File: src/sv/gma_pkg.sv
// gma_pkg: shared sizes, register codes and structs for the glitch rejecting
// moving average filter. Used by the interfaces and by every module of the block but gma_ring_ram.
// No dependencies.
package gma_pkg;

   localparam int CHANNELS    = 8;
   localparam int RING_DEPTH  = 8;
   localparam int SAMPLE_BITS = 12;

   // fixed field widths of the channels
   localparam int CH_FIELD_W = 3;
   localparam int SAMPLE_W   = 12;
   localparam int THR_W      = 12;
   localparam int RUN_W      = 8;
   localparam int CSR_IDX_W  = 1;
   localparam int CSR_DATA_W = 12;

   localparam int CH_IDX_W     = (CHANNELS > 1) ? $clog2(CHANNELS) : 1;
   localparam int WP_W         = $clog2(RING_DEPTH);
   localparam int FILL_W       = $clog2(RING_DEPTH + 1);
   localparam int SUM_W        = SAMPLE_BITS + $clog2(RING_DEPTH);
   localparam int RING_ENTRIES = CHANNELS * RING_DEPTH;
   localparam int RING_AW      = $clog2(RING_ENTRIES);

   // floor(sum / RING_DEPTH) as (sum * DIV_MULT) >> DIV_SHIFT, exact for any sum < 2**SUM_W
   localparam int DIV_SHIFT = SUM_W + $clog2(RING_DEPTH);
   localparam int MULT_W    = SUM_W + 1;
   localparam logic [MULT_W-1:0] DIV_MULT =
      MULT_W'(((64'd1 << DIV_SHIFT) + 64'(RING_DEPTH) - 64'd1) / 64'(RING_DEPTH));

   localparam logic [RUN_W-1:0] RUN_MAX         = '1;
   localparam logic [THR_W-1:0] THRESHOLD_RESET = THR_W'(256);
   localparam logic [RUN_W-1:0] RUN_LIMIT_RESET = RUN_W'(3);

   typedef enum logic [CSR_IDX_W-1:0] {
      CSR_GLITCH_THRESHOLD = 1'b0,
      CSR_GLITCH_RUN_LIMIT = 1'b1
   } csr_index_type;

   typedef struct packed {
      logic [FILL_W-1:0]      fill;
      logic [SUM_W-1:0]       sum;
      logic [SAMPLE_BITS-1:0] last;
      logic [RUN_W-1:0]       run;
   } chan_state_type;

   typedef struct packed {
      logic [THR_W-1:0] threshold;
      logic [RUN_W-1:0] run_limit;
   } cfg_type;

   typedef struct packed {
      logic [SAMPLE_W-1:0] filtered_value;
      logic                glitch_seen;
      logic                fill_restarted;
      logic                still_filling;
   } result_type;

endpackage

File: src/sv/gma_ifs.sv
// gma_ifs: valid/ready channel interfaces for sample requests, filtered
// responses and register writes. Depends on gma_pkg.
interface gma_req_if;
   logic                            valid;
   logic                            ready;
   logic [gma_pkg::CH_FIELD_W-1:0] channel;
   logic [gma_pkg::SAMPLE_W-1:0]   sample;

   modport source (output valid, output channel, output sample, input ready);
   modport sink   (input valid, input channel, input sample, output ready);
endinterface

interface gma_rsp_if;
   logic                          valid;
   logic                          ready;
   logic [gma_pkg::SAMPLE_W-1:0] filtered_value;
   logic                          glitch_seen;
   logic                          fill_restarted;
   logic                          still_filling;

   modport source (output valid, output filtered_value, output glitch_seen,
                   output fill_restarted, output still_filling, input ready);
   modport sink   (input valid, input filtered_value, input glitch_seen,
                   input fill_restarted, input still_filling, output ready);
endinterface

interface gma_csr_if;
   logic                            valid;
   logic                            ready;
   logic [gma_pkg::CSR_IDX_W-1:0]  index;
   logic [gma_pkg::CSR_DATA_W-1:0] data;

   modport source (output valid, output index, output data, input ready);
   modport sink   (input valid, input index, input data, output ready);
endinterface

File: src/sv/gma_ring_ram.sv
// gma_ring_ram: generic single-write, single-read synchronous RAM with
// registered read data. No dependencies.
module gma_ring_ram #(
   parameter int DEPTH  = 64,
   parameter int WIDTH  = 12,
   parameter int ADDR_W = (DEPTH > 1) ? $clog2(DEPTH) : 1
) (
   input  logic              clock,
   input  logic              wr_en,
   input  logic [ADDR_W-1:0] wr_addr,
   input  logic [WIDTH-1:0]  wr_data,
   input  logic              rd_en,
   input  logic [ADDR_W-1:0] rd_addr,
   output logic [WIDTH-1:0]  rd_data
);

   logic [WIDTH-1:0] mem [DEPTH];
   logic [WIDTH-1:0] rd_data_ff;

   always_ff @(posedge clock) begin
      if (wr_en) begin
         mem[wr_addr] <= wr_data;
      end
   end

   always_ff @(posedge clock) begin
      if (rd_en) begin
         rd_data_ff <= mem[rd_addr];
      end
   end

   assign rd_data = rd_data_ff;

endmodule

File: src/sv/gma_state_store.sv
// gma_state_store: per-channel filter state memory (fill count, sum, last
// accepted value, glitch run) with valid bits and write-first read. Depends on gma_pkg.
module gma_state_store (
   input  logic                            clock,
   input  logic                            reset,
   input  logic                            rd_en,
   input  logic [gma_pkg::CH_IDX_W-1:0]    rd_addr,
   output gma_pkg::chan_state_type         rd_data,
   input  logic                            wr_en,
   input  logic [gma_pkg::CH_IDX_W-1:0]    wr_addr,
   input  gma_pkg::chan_state_type         wr_data
);

   gma_pkg::chan_state_type st_mem [gma_pkg::CHANNELS];
   logic [gma_pkg::CHANNELS-1:0] vld_ff;
   gma_pkg::chan_state_type rd_data_ff;

   always_ff @(posedge clock) begin
      if (wr_en) begin
         st_mem[wr_addr] <= wr_data;
      end
   end

   always_ff @(posedge clock) begin
      if (reset) begin
         vld_ff <= '0;
      end else if (wr_en) begin
         vld_ff[wr_addr] <= 1'b1;
      end
   end

   // a write landing on the entry being read hands its data straight over
   always_ff @(posedge clock) begin
      if (rd_en) begin
         if (wr_en && (wr_addr == rd_addr)) begin
            rd_data_ff <= wr_data;
         end else if (vld_ff[rd_addr]) begin
            rd_data_ff <= st_mem[rd_addr];
         end else begin
            rd_data_ff <= '0;
         end
      end
   end

   assign rd_data = rd_data_ff;

endmodule

File: src/sv/gma_filter_core.sv
// gma_filter_core: update logic for one sample: fill, glitch test, run count,
// running sum and ring average. Depends on gma_pkg.
module gma_filter_core (
   input  logic                              in_range,
   input  logic [gma_pkg::SAMPLE_BITS-1:0]   sample,
   input  gma_pkg::chan_state_type           cur,
   input  logic [gma_pkg::SAMPLE_BITS-1:0]   oldest,
   input  gma_pkg::cfg_type                  cfg,
   output gma_pkg::chan_state_type           nxt,
   output logic [gma_pkg::SAMPLE_BITS-1:0]   ring_value,
   output gma_pkg::result_type               result
);

   localparam int PROD_W = gma_pkg::SUM_W + gma_pkg::MULT_W;

   logic                            filling;
   logic [gma_pkg::SAMPLE_BITS-1:0] delta;
   logic                            glitch;
   logic [gma_pkg::RUN_W-1:0]       run_inc;
   logic                            restart;
   logic [gma_pkg::SAMPLE_BITS-1:0] accepted;
   logic [gma_pkg::SUM_W-1:0]       sum_full;
   logic [PROD_W-1:0]               avg_prod;
   logic [gma_pkg::SAMPLE_BITS-1:0] avg;

   always_comb begin
      filling  = cur.fill < gma_pkg::FILL_W'(gma_pkg::RING_DEPTH);
      delta    = (sample > cur.last) ? (sample - cur.last) : (cur.last - sample);
      glitch   = delta > cfg.threshold;
      run_inc  = (cur.run < gma_pkg::RUN_MAX) ? (cur.run + 1'b1) : cur.run;
      restart  = glitch && (run_inc > cfg.run_limit);
      accepted = glitch ? cur.last : sample;
      sum_full = cur.sum - gma_pkg::SUM_W'(oldest) + gma_pkg::SUM_W'(accepted);
      avg_prod = PROD_W'(sum_full) * PROD_W'(gma_pkg::DIV_MULT);
      avg      = gma_pkg::SAMPLE_BITS'(avg_prod >> gma_pkg::DIV_SHIFT);
   end

   always_comb begin
      nxt        = cur;
      ring_value = sample;
      result     = '0;
      priority if (!in_range) begin
         nxt = cur;
      end else if (filling) begin
         nxt.sum  = (cur.fill == '0) ? gma_pkg::SUM_W'(sample)
                                     : cur.sum + gma_pkg::SUM_W'(sample);
         nxt.fill = cur.fill + 1'b1;
         nxt.last = sample;
         result.filtered_value = gma_pkg::SAMPLE_W'(sample);
         result.still_filling  = 1'b1;
      end else begin
         nxt.sum  = sum_full;
         nxt.fill = restart ? '0 : cur.fill;
         nxt.last = accepted;
         if (!glitch) begin
            nxt.run = '0;
         end else if (restart) begin
            nxt.run = '0;
         end else begin
            nxt.run = run_inc;
         end
         ring_value            = accepted;
         result.filtered_value = gma_pkg::SAMPLE_W'(avg);
         result.glitch_seen    = glitch;
         result.fill_restarted = restart;
      end
   end

endmodule

File: src/sv/glitch_reject_moving_average.sv
// glitch_reject_moving_average: top level; accepts samples, keeps per-channel
// state in gma_state_store and the sample rings in gma_ring_ram, updates through gma_filter_core.
// Depends on gma_pkg, gma_ifs, gma_ring_ram, gma_state_store and gma_filter_core.
//
//   port     dir  payload                                         handshake
//   req_bus  in   channel, sample                                 valid/ready
//   rsp_bus  out  filtered_value, glitch_seen, fill_restarted,    valid/ready
//                 still_filling
//   csr_bus  in   index, data                                     valid/ready, always ready
//
// One transaction per cycle sustained while the response is not stalled. Accepting a request loads
// the state and ring reads and the update stage; when the update stage advances, the update goes
// into the output register and both memories are written back.
// Reset clears the write pointers, the state valid bits, the stages and the
// registers to their defaults; no clearing pass is needed.
// A stalled response holds the update stage, and req_bus.ready drops only then.
module glitch_reject_moving_average (
   input  logic       clock,
   input  logic       reset,
   gma_req_if.sink    req_bus,
   gma_rsp_if.source  rsp_bus,
   gma_csr_if.sink    csr_bus
);

   gma_pkg::cfg_type cfg_ff;

   logic [gma_pkg::WP_W-1:0] wp_ff [gma_pkg::CHANNELS];

   logic                            acc;
   logic                            in_range;
   logic [gma_pkg::CH_IDX_W-1:0]    ch_idx;
   logic [gma_pkg::WP_W-1:0]        wp_cur;
   logic [gma_pkg::WP_W-1:0]        wp_next;
   logic [gma_pkg::RING_AW-1:0]     ring_raddr;

   logic                            b_valid_ff;
   logic                            b_in_range_ff;
   logic [gma_pkg::CH_IDX_W-1:0]    b_ch_ff;
   logic [gma_pkg::SAMPLE_BITS-1:0] b_sample_ff;
   logic [gma_pkg::RING_AW-1:0]     b_addr_ff;
   logic                            b_go;

   gma_pkg::chan_state_type         cur_state;
   gma_pkg::chan_state_type         nxt_state;
   logic [gma_pkg::SAMPLE_BITS-1:0] oldest;
   logic [gma_pkg::SAMPLE_BITS-1:0] ring_value;
   logic                            mem_we;
   gma_pkg::result_type             result;

   logic                            rsp_valid_ff;
   gma_pkg::result_type             rsp_result_ff;

   // configuration registers
   assign csr_bus.ready = 1'b1;

   always_ff @(posedge clock) begin
      if (reset) begin
         cfg_ff.threshold <= gma_pkg::THRESHOLD_RESET;
         cfg_ff.run_limit <= gma_pkg::RUN_LIMIT_RESET;
      end else if (csr_bus.valid) begin
         unique case (gma_pkg::csr_index_type'(csr_bus.index))
            gma_pkg::CSR_GLITCH_THRESHOLD: begin
               cfg_ff.threshold <= gma_pkg::THR_W'(csr_bus.data);
            end
            gma_pkg::CSR_GLITCH_RUN_LIMIT: begin
               cfg_ff.run_limit <= gma_pkg::RUN_W'(csr_bus.data);
            end
         endcase
      end
   end

   // request side: pointer lookup and memory read issue
   assign b_go          = b_valid_ff && (!rsp_valid_ff || rsp_bus.ready);
   assign req_bus.ready = !b_valid_ff || b_go;
   assign acc           = req_bus.valid && req_bus.ready;
   assign in_range      = 32'(req_bus.channel) < gma_pkg::CHANNELS;
   assign ch_idx        = gma_pkg::CH_IDX_W'(req_bus.channel);
   assign wp_cur        = wp_ff[ch_idx];
   assign wp_next       = (32'(wp_cur) == gma_pkg::RING_DEPTH - 1) ? '0 : wp_cur + 1'b1;
   assign ring_raddr    = gma_pkg::RING_AW'(32'(ch_idx) * gma_pkg::RING_DEPTH + 32'(wp_cur));

   // the pointer advances on every in-range sample, so it is settled at accept time
   always_ff @(posedge clock) begin
      if (reset) begin
         wp_ff <= '{default: '0};
      end else if (acc && in_range) begin
         wp_ff[ch_idx] <= wp_next;
      end
   end

   always_ff @(posedge clock) begin
      if (reset) begin
         b_valid_ff <= 1'b0;
      end else if (acc) begin
         b_valid_ff <= 1'b1;
      end else if (b_go) begin
         b_valid_ff <= 1'b0;
      end
   end

   always_ff @(posedge clock) begin
      if (acc) begin
         b_in_range_ff <= in_range;
         b_ch_ff       <= ch_idx;
         b_sample_ff   <= gma_pkg::SAMPLE_BITS'(req_bus.sample);
         b_addr_ff     <= ring_raddr;
      end
   end

   assign mem_we = b_go && b_in_range_ff;

   gma_state_store u_state (
      .clock   (clock),
      .reset   (reset),
      .rd_en   (acc),
      .rd_addr (ch_idx),
      .rd_data (cur_state),
      .wr_en   (mem_we),
      .wr_addr (b_ch_ff),
      .wr_data (nxt_state)
   );

   gma_ring_ram #(
      .DEPTH (gma_pkg::RING_ENTRIES),
      .WIDTH (gma_pkg::SAMPLE_BITS)
   ) u_ring (
      .clock   (clock),
      .wr_en   (mem_we),
      .wr_addr (b_addr_ff),
      .wr_data (ring_value),
      .rd_en   (acc),
      .rd_addr (ring_raddr),
      .rd_data (oldest)
   );

   gma_filter_core u_core (
      .in_range   (b_in_range_ff),
      .sample     (b_sample_ff),
      .cur        (cur_state),
      .oldest     (oldest),
      .cfg        (cfg_ff),
      .nxt        (nxt_state),
      .ring_value (ring_value),
      .result     (result)
   );

   // response register
   always_ff @(posedge clock) begin
      if (reset) begin
         rsp_valid_ff <= 1'b0;
      end else if (b_go) begin
         rsp_valid_ff <= 1'b1;
      end else if (rsp_bus.ready) begin
         rsp_valid_ff <= 1'b0;
      end
   end

   always_ff @(posedge clock) begin
      if (b_go) begin
         rsp_result_ff <= result;
      end
   end

   assign rsp_bus.valid          = rsp_valid_ff;
   assign rsp_bus.filtered_value = rsp_result_ff.filtered_value;
   assign rsp_bus.glitch_seen    = rsp_result_ff.glitch_seen;
   assign rsp_bus.fill_restarted = rsp_result_ff.fill_restarted;
   assign rsp_bus.still_filling  = rsp_result_ff.still_filling;

`ifndef SYNTHESIS
   // ring write-back never collides with the entry read for the next transaction
   a_ring_no_collision: assert property (@(posedge clock) disable iff (reset)
      (mem_we && acc && in_range) |-> (b_addr_ff != ring_raddr))
      else $error("ring write and read hit the same entry");

   a_restart_is_glitch: assert property (@(posedge clock) disable iff (reset)
      (rsp_bus.valid && rsp_bus.fill_restarted) |-> rsp_bus.glitch_seen)
      else $error("fill restart without a glitch");

   a_fill_no_glitch: assert property (@(posedge clock) disable iff (reset)
      rsp_bus.valid |-> !(rsp_bus.still_filling && rsp_bus.glitch_seen))
      else $error("glitch flagged while filling");

   a_update_lands: assert property (@(posedge clock) disable iff (reset)
      b_go |=> rsp_bus.valid)
      else $error("update stage advanced without a response");

   a_stage_holds: assert property (@(posedge clock) disable iff (reset)
      (b_valid_ff && !b_go) |=> (b_valid_ff && $stable(b_ch_ff) && $stable(b_addr_ff)))
      else $error("stalled update stage lost its transaction");
`endif

endmodule
File: src/flat_wrapper.sv
// flat-port wrapper written by rule: the top's interface ports become plain ports
module glitch_reject_moving_average_flat 
  (clock, reset, req_bus_valid, req_bus_channel, req_bus_sample, req_bus_ready, rsp_bus_valid, rsp_bus_filtered_value, rsp_bus_glitch_seen, rsp_bus_fill_restarted, rsp_bus_still_filling, rsp_bus_ready, csr_bus_valid, csr_bus_index, csr_bus_data, csr_bus_ready);
  gma_req_if req_bus_i ();
  gma_rsp_if rsp_bus_i ();
  gma_csr_if csr_bus_i ();
  input  logic clock;
  input  logic reset;
  input wire logic [$bits(req_bus_i.valid)-1:0] req_bus_valid;
  input wire logic [$bits(req_bus_i.channel)-1:0] req_bus_channel;
  input wire logic [$bits(req_bus_i.sample)-1:0] req_bus_sample;
  output wire logic [$bits(req_bus_i.ready)-1:0] req_bus_ready;
  output wire logic [$bits(rsp_bus_i.valid)-1:0] rsp_bus_valid;
  output wire logic [$bits(rsp_bus_i.filtered_value)-1:0] rsp_bus_filtered_value;
  output wire logic [$bits(rsp_bus_i.glitch_seen)-1:0] rsp_bus_glitch_seen;
  output wire logic [$bits(rsp_bus_i.fill_restarted)-1:0] rsp_bus_fill_restarted;
  output wire logic [$bits(rsp_bus_i.still_filling)-1:0] rsp_bus_still_filling;
  input wire logic [$bits(rsp_bus_i.ready)-1:0] rsp_bus_ready;
  input wire logic [$bits(csr_bus_i.valid)-1:0] csr_bus_valid;
  input wire logic [$bits(csr_bus_i.index)-1:0] csr_bus_index;
  input wire logic [$bits(csr_bus_i.data)-1:0] csr_bus_data;
  output wire logic [$bits(csr_bus_i.ready)-1:0] csr_bus_ready;
  assign req_bus_i.valid = req_bus_valid;
  assign req_bus_i.channel = req_bus_channel;
  assign req_bus_i.sample = req_bus_sample;
  assign req_bus_ready = req_bus_i.ready;
  assign rsp_bus_valid = rsp_bus_i.valid;
  assign rsp_bus_filtered_value = rsp_bus_i.filtered_value;
  assign rsp_bus_glitch_seen = rsp_bus_i.glitch_seen;
  assign rsp_bus_fill_restarted = rsp_bus_i.fill_restarted;
  assign rsp_bus_still_filling = rsp_bus_i.still_filling;
  assign rsp_bus_i.ready = rsp_bus_ready;
  assign csr_bus_i.valid = csr_bus_valid;
  assign csr_bus_i.index = csr_bus_index;
  assign csr_bus_i.data = csr_bus_data;
  assign csr_bus_ready = csr_bus_i.ready;
  glitch_reject_moving_average u_core (.clock(clock), .reset(reset), .req_bus(req_bus_i), .rsp_bus(rsp_bus_i), .csr_bus(csr_bus_i));
endmodule
File: config.mk
export PLATFORM = sky130hd
export DESIGN_NAME = glitch_reject_moving_average_flat
export DESIGN_NICKNAME = d
export VERILOG_FILES = /design/src/sv/gma_pkg.sv /design/src/sv/gma_ifs.sv /design/src/sv/gma_ring_ram.sv /design/src/sv/gma_state_store.sv /design/src/sv/gma_filter_core.sv /design/src/sv/glitch_reject_moving_average.sv /design/src/flat_wrapper.sv
export SDC_FILE = /design/constraint.sdc
export NUM_CORES = 2
export LEC_CHECK = 0
export BUFFER_PORTS_ARGS = -buffer_cell sky130_fd_sc_hd__buf_4
export CELL_PAD_IN_SITES_DETAIL_PLACEMENT = 1
export CELL_PAD_IN_SITES_GLOBAL_PLACEMENT = 2
export CORE_UTILIZATION = 45
export CTS_CLUSTER_DIAMETER = 30
export DETAILED_ROUTE_END_ITERATION = 16
export PLACE_DENSITY_LB_ADDON = 0.2
export SLEW_MARGIN = 20
export SYNTH_ARGS = -nofsm -noshare
export SYNTH_HDL_FRONTEND = slang
export SYNTH_SLANG_ARGS = --single-unit
export TNS_END_PERCENT = 10
File: constraint.sdc
create_clock -name clock -period 16.4 [get_ports clock]
set_input_delay 3.28 -clock clock [delete_from_list [all_inputs] [get_ports clock]]
set_output_delay 3.28 -clock clock [all_outputs]
set_load 0.1 [all_outputs]
## Word-level counts from Yosys, hierarchy flattened

Memory sizes are Yosys's and may differ from the RTL's. A register that Yosys moved wholly into a read port is not among the register bits.
Cells that the tools add are included.

- Flip-flop bits (word level): 129
- Memory bits (writable): 1,080
- Output and inout port bits: 18
- Logic and storage cells: 96
- Memories kept: 2

- Add/sub/neg operators: 9
- Order comparisons: 10
- Equal/unequal tests: 2
- Multiplexer cells: 31
- Bitwise gates (word level): 3
- Reductions and logical operators: 15

Memories:

| name | words | width | read ports | clocked after memory_dff | wr ports | line | text |
|---|---|---|---|---|---|---|---|
| u_core.u_ring.mem | 64 | 12 | 1 | 1 | 1 | gma_ring_ram.sv:17 | `logic [WIDTH-1:0] mem [DEPTH];` |
| u_core.u_state.st_mem | 8 | 39 | 1 | 0 | 1 | gma_state_store.sv:14 | `gma_pkg::chan_state_type st_mem [gma_pkg::CHANNELS];` |

Operator list:

| cell | count |
|---|---|
| 39-bit 2-to-1 mux | 2 |
| 12-bit 2-to-1 mux | 4 |
| 8-bit 2-to-1 mux | 4 |
| 31-bit 2-to-1 mux | 1 |
| 15-bit by 12-bit adder with 15-bit output | 2 |
| 24-bit bitwise mux | 1 |
| 12-bit > comparator | 2 |
| 12-bit subtractor | 2 |
| 15-bit 2-to-1 mux | 1 |
| 15-bit by 12-bit subtractor with 15-bit output | 1 |
| 3-bit 2-to-1 mux | 4 |
| 3-bit binary-select mux with 3-bit select | 1 |
| 3-bit demux with 3-bit select | 1 |
| 1-bit 2-to-1 mux | 9 |
| 8-bit by 1-bit adder with 8-bit output, second input constant | 1 |
| 8-bit > comparator | 1 |
| 3-bit by 4-bit less-than comparator with 1-bit output, second input constant | 2 |
| 8-bit less-than comparator, second input constant | 1 |
| 8-bit bitwise OR | 1 |
| 6-bit by 3-bit adder with 6-bit output | 1 |
| 1-bit logical AND | 6 |
| 4-bit by 1-bit adder with 4-bit output, second input constant | 1 |
| 4-bit >= comparator, second input constant | 1 |
| 4-bit logical NOT | 1 |
| other kinds (15) | 19 |

## Longest topological paths before layout

- Depth in word-level cells: 8
- Mapped depth: 34
- Gate-level depth less buffers: 32

## Hierarchy

Synthesis repeated with hierarchy kept, for this count alone.

- Cells, all modules: 2,834
- Area total of the unflattened synthesis: 51,005.2 um2

Modules (own cells, without submodules):

| module | times used | cells an instance | area an instance (um2) | seq. area each (um2) |
|---|---|---|---|---|
| gma_ring_ram | 1 | 1,339 | 29,971.2 | 23,422.5 |
| gma_state_store | 1 | 626 | 13,615.6 | 10,700.3 |
| gma_filter_core | 1 | 612 | 4,434.3 | 0.0 |
| glitch_reject_moving_average | 1 | 257 | 2,984.1 | 1,911.8 |

## Worst setup path before layout

Ideal clock, no wire load.

- Path type: flip-flop to flip-flop
- Start point: register u_core.b_sample_ff[0] (netlist bit)
- End point: memory u_core.u_ring.mem[0][10] (data pin)
- Library setup time: 0.774 ns
- Arrival: 7.007 ns
- Path slack: 8.619 ns
- Stages on the path, launching flop included: 21
- Period minus slack after synthesis: 7.781 ns
- Path through: edfxtp_1 inv_1 ha_1 inv_1 fa_1 nand3_1 a21oi_1 a2111oi_1 a21oi_1 mux2i_1 a311oi_1 a21oi_1 o211a_1 o211a_1 ha_1 and4_1 nand3_1 o21ai_0 o211ai_1 clkbuf_1 o21ai_0

- Cells in the longest elaborated chain, start to end: 5
- Elaborated cells on any way between the ends: 7

Ends and longest elaborated chain:

| item | line | text |
|---|---|---|
| from (decl) | glitch_reject_moving_average.sv:39 | `logic [gma_pkg::SAMPLE_BITS-1:0] b_sample_ff;` |
| from (signal assigned) | glitch_reject_moving_average.sv:105 | `b_sample_ff <= gma_pkg::SAMPLE_BITS'(req_bus.sample);` |
| 12-bit subtractor / 12-bit > comparator (equally long branches) | gma_filter_core.sv:28 | `delta = (sample > cur.last) ? (sample - cur.last) : (cur.last - sample);` |
| 12-bit 2-to-1 mux (*) | gma_filter_core.sv:28 |  |
| 12-bit > comparator (*) | gma_filter_core.sv:29 | `glitch = delta > cfg.threshold;` |
| 12-bit 2-to-1 mux (*) | gma_filter_core.sv:32 | `accepted = glitch ? cur.last : sample;` |
| 12-bit 2-to-1 mux (*) | gma_filter_core.sv:44 | `end else if (filling) begin` |
| to (decl) | gma_ring_ram.sv:17 |  |

Every way passes the cells marked *; elsewhere a longest branch is shown, timed or not.

==> results.cfg <==
[status]
status = complete, no violations

[yosys]
syn-num-nets = 3693
synth_xor_area_frac = 0.00646
netlist_area_um2 = 50100
yosysSeqAreaShare = 0.719
ys_ff_latch = 1218
synthAdderAreaFrac = 0.0250
async_flop_share = 0
synth-compound-area-share = 0.113
yosysWarnings = 0
syn_inst = 3569
synth_ff_type = edfxtp_1
synth_mux_area_frac = 0.0270
synth_simple_gate_area_frac = 0.0848
synth_edf_count = 1164
synth_top_family_by_area = compound AO/OA/AOI/OAI gates
synth_cell_type_count = 83
syn_avg_cell_area_um2 = 14.0

[route]
dr.first_iter.drc_count = 3385
routed-wl-met3_um = 12900
vias_per_cell = 6.10
routed_wl_um = 170000
wl_met2_um = 81600
wl_per_cell_um = 31.0
drcViolationCount = 0
vias = 33500
wl_met1_um = 69300
top_layer_used = met5
final_antenna_net_count = 0
drt-pass1-iter-count = 5

[grt]
antenna_found_initial = 9
grt_pass1_vias = 35300
grt_max_degree = 92
grt.overflow.total = 0
grt_pass1_wl_um = 245000
grt_util_all_layers = 0.302

[cells_and_area]
fin_cells = 5496
syn_to_final_growth_pct = 23.2
regArea_um2 = 36000
nNetsFinal = 3934
final_cell_mix = edfxtp_1 (1,164), nand2_1 (537), clkbuf_16 (283)
drive_gt1_frac = 0.166
multi_input_area_um2 = 13200
num-fill-cells = 10500
final_common_cell = edfxtp_1

[floorplan]
ios = 51
die_x_um = 336
die_h_um = 336
rows = 122
die_area_um2 = 113000
initial_core_util = 0.454
core_area_um2 = 111000

[placed_design]
place.gp.congestion = 0.882
dpl.hpwl_um = 102000
dp.cells = 5019
io_buffers = 49

[sta]
timing.fmax_mhz = 108
finalSetupViolCount = 0
max_slew_margin = 0.122
whs_ps = 447
report.final.hold_viol_count = 0
min_period_ps = 9260
worst-slew-pin-transition_ps = 1280
setup_tns_ps = 0
drv_slew = 0
rsz0062_at_grt = no
post-route-period-util = 0.565
skew_ps = 77.8

[clock_tree]
clock_latency_ps = 870
cts_resized = 0
clock_path_buffers = 4
tritoncts = yes
cts_sinks = 1218
path_clk_slew_ps = 50
cts-buffers-inserted = 277
postCtsSetupBuffers = 0
root_buffer = clkbuf_16
h-tree-depth = 5
cts_hold_buf = 0

[critical_path]
end_kind = flip-flop
worst_setup_path_start_kind = flip-flop
critical_path_class = flip-flop to flip-flop
crit_top_cell = o21ai_0
slowest_delay_ps = 860
arrival_ps = 9830
r2r_slack_ps = 7140
cp_max_fo = 25
worstPathRequired_ps = 16970
critPathSlowestCell = o41ai_1

[power_and_ir_drop]
p_per_area_nw_per_um2 = 162
p_switching_mw = 2.44
p_int_mw = 7.57
power_frac_seq = 0.363
p_clk_frac = 0.544
p_comb_frac = 0.093
ir_drop_mv = 0.0948
leakage_nw = 21.6
swShare = 0.244

[worst_hold_path]
worstHoldPathType = flip-flop to flip-flop

[flow_run]
maxCapViolCount = 0
==> final timing paths <==
check	from	endpoint	cells after the start
max	u_core.b_sample_ff[0]	u_core.u_state.rd_data[34]	33
max reg2reg	u_core.b_sample_ff[0]	u_core.u_state.rd_data[34]	33
min	u_core.u_state.vld_ff[0]	u_core.u_state.vld_ff[0]	2
min reg2reg	u_core.u_state.vld_ff[0]	u_core.u_state.vld_ff[0]	2
==> cell usage after synthesis, types with 60 or more instances <==
master       n  share of area
a21oi_1    233          0.023
ha_1        76          0.019
buf_2       60         0.0060
nand3_1    120          0.012
inv_1       95         0.0071
mux2i_1    125          0.025
edfxtp_1  1164           0.70
a22oi_1    113          0.017
clkbuf_1   102         0.0076
nand2_1    537          0.040
nor2_1     138          0.010
o21ai_0     88         0.0088
==> critical path: cells and delay by family (launching register included) <==
family	cells	cell delay, ps
compound gates	18	5280
fa+ha+maj	5	1800
flops	1	460
buf+inv	3	450
simple gates	4	410
xor+xnor	2	290
mux	1	260
==> layer usage <==
layer,vias up,GRT usage
li1,14300,-
met1,17500,0.396
met2,1457,0.493
met3,303,0.0601
met4,4,0.122
met5,-,0
==> area by class of cell <==
class	instances	area share
Sequential cell	1218	0.583
Timing Repair Buffer	156	0.0190
Clock inverter	165	0.0318
Multi-Input combinational cell	2059	0.213
Antenna cell	2	0.0000810
Clock buffer	310	0.116
Tap cell	1488	0.0301
Inverter	98	0.00620
==> state kept, by name, summed over array words and instances, names as in the netlist, 6 cells and up <==
register	cells
u_core.u_ring.mem	768
u_core.u_ring.rd_data	12
u_core.wp_ff	24
u_core.u_state.rd_data	39
u_core.b_addr_ff	6
u_core.u_state.st_mem	312
u_core.cfg_ff	20
u_core.b_sample_ff	12
u_core.u_state.vld_ff	8
u_core.rsp_bus.filtered_value	12
==> power by group through the flow <==
stage	Clock [mW]	Combinational [mW]	Sequential (mW)
after global placement	0	0.885	3.69
after floorplan	0	0.526	3.73
final	5.44	0.931	3.64
after CTS	5.48	0.927	3.64
after global routing	5.63	0.996	3.64
after detailed placement	0	0.918	3.69
==> per-stage QoR <==
stage | power (mW) | util | worst slack (ps) | instance area, um2
finish | 10.0 | 0.559 | 7140 | 61800
global route | 10.3 | 0.559 | 6530 | 61800
CTS | 10.0 | 0.559 | 7250 | 61700
detailed placement | 4.61 | 0.476 | 7370 | 52600
global placement | 4.57 | 0.475 | 7450 | 52500
floorplan | 4.26 | - | 8620 | 50100
==> cell families after synthesis <==
| family | after synthesis |
|---|---|
| muxes | 133 |
| AOI/OAI and AO/OA | 833 |
| adders and majority gates | 91 |
| other | 1 |
| and+or+nand+nor | 964 |
| buffers and inverters | 292 |
| DFF | 1218 |
| xor gates and xnor gates | 37 |
(Power assumes the default switching activity.)
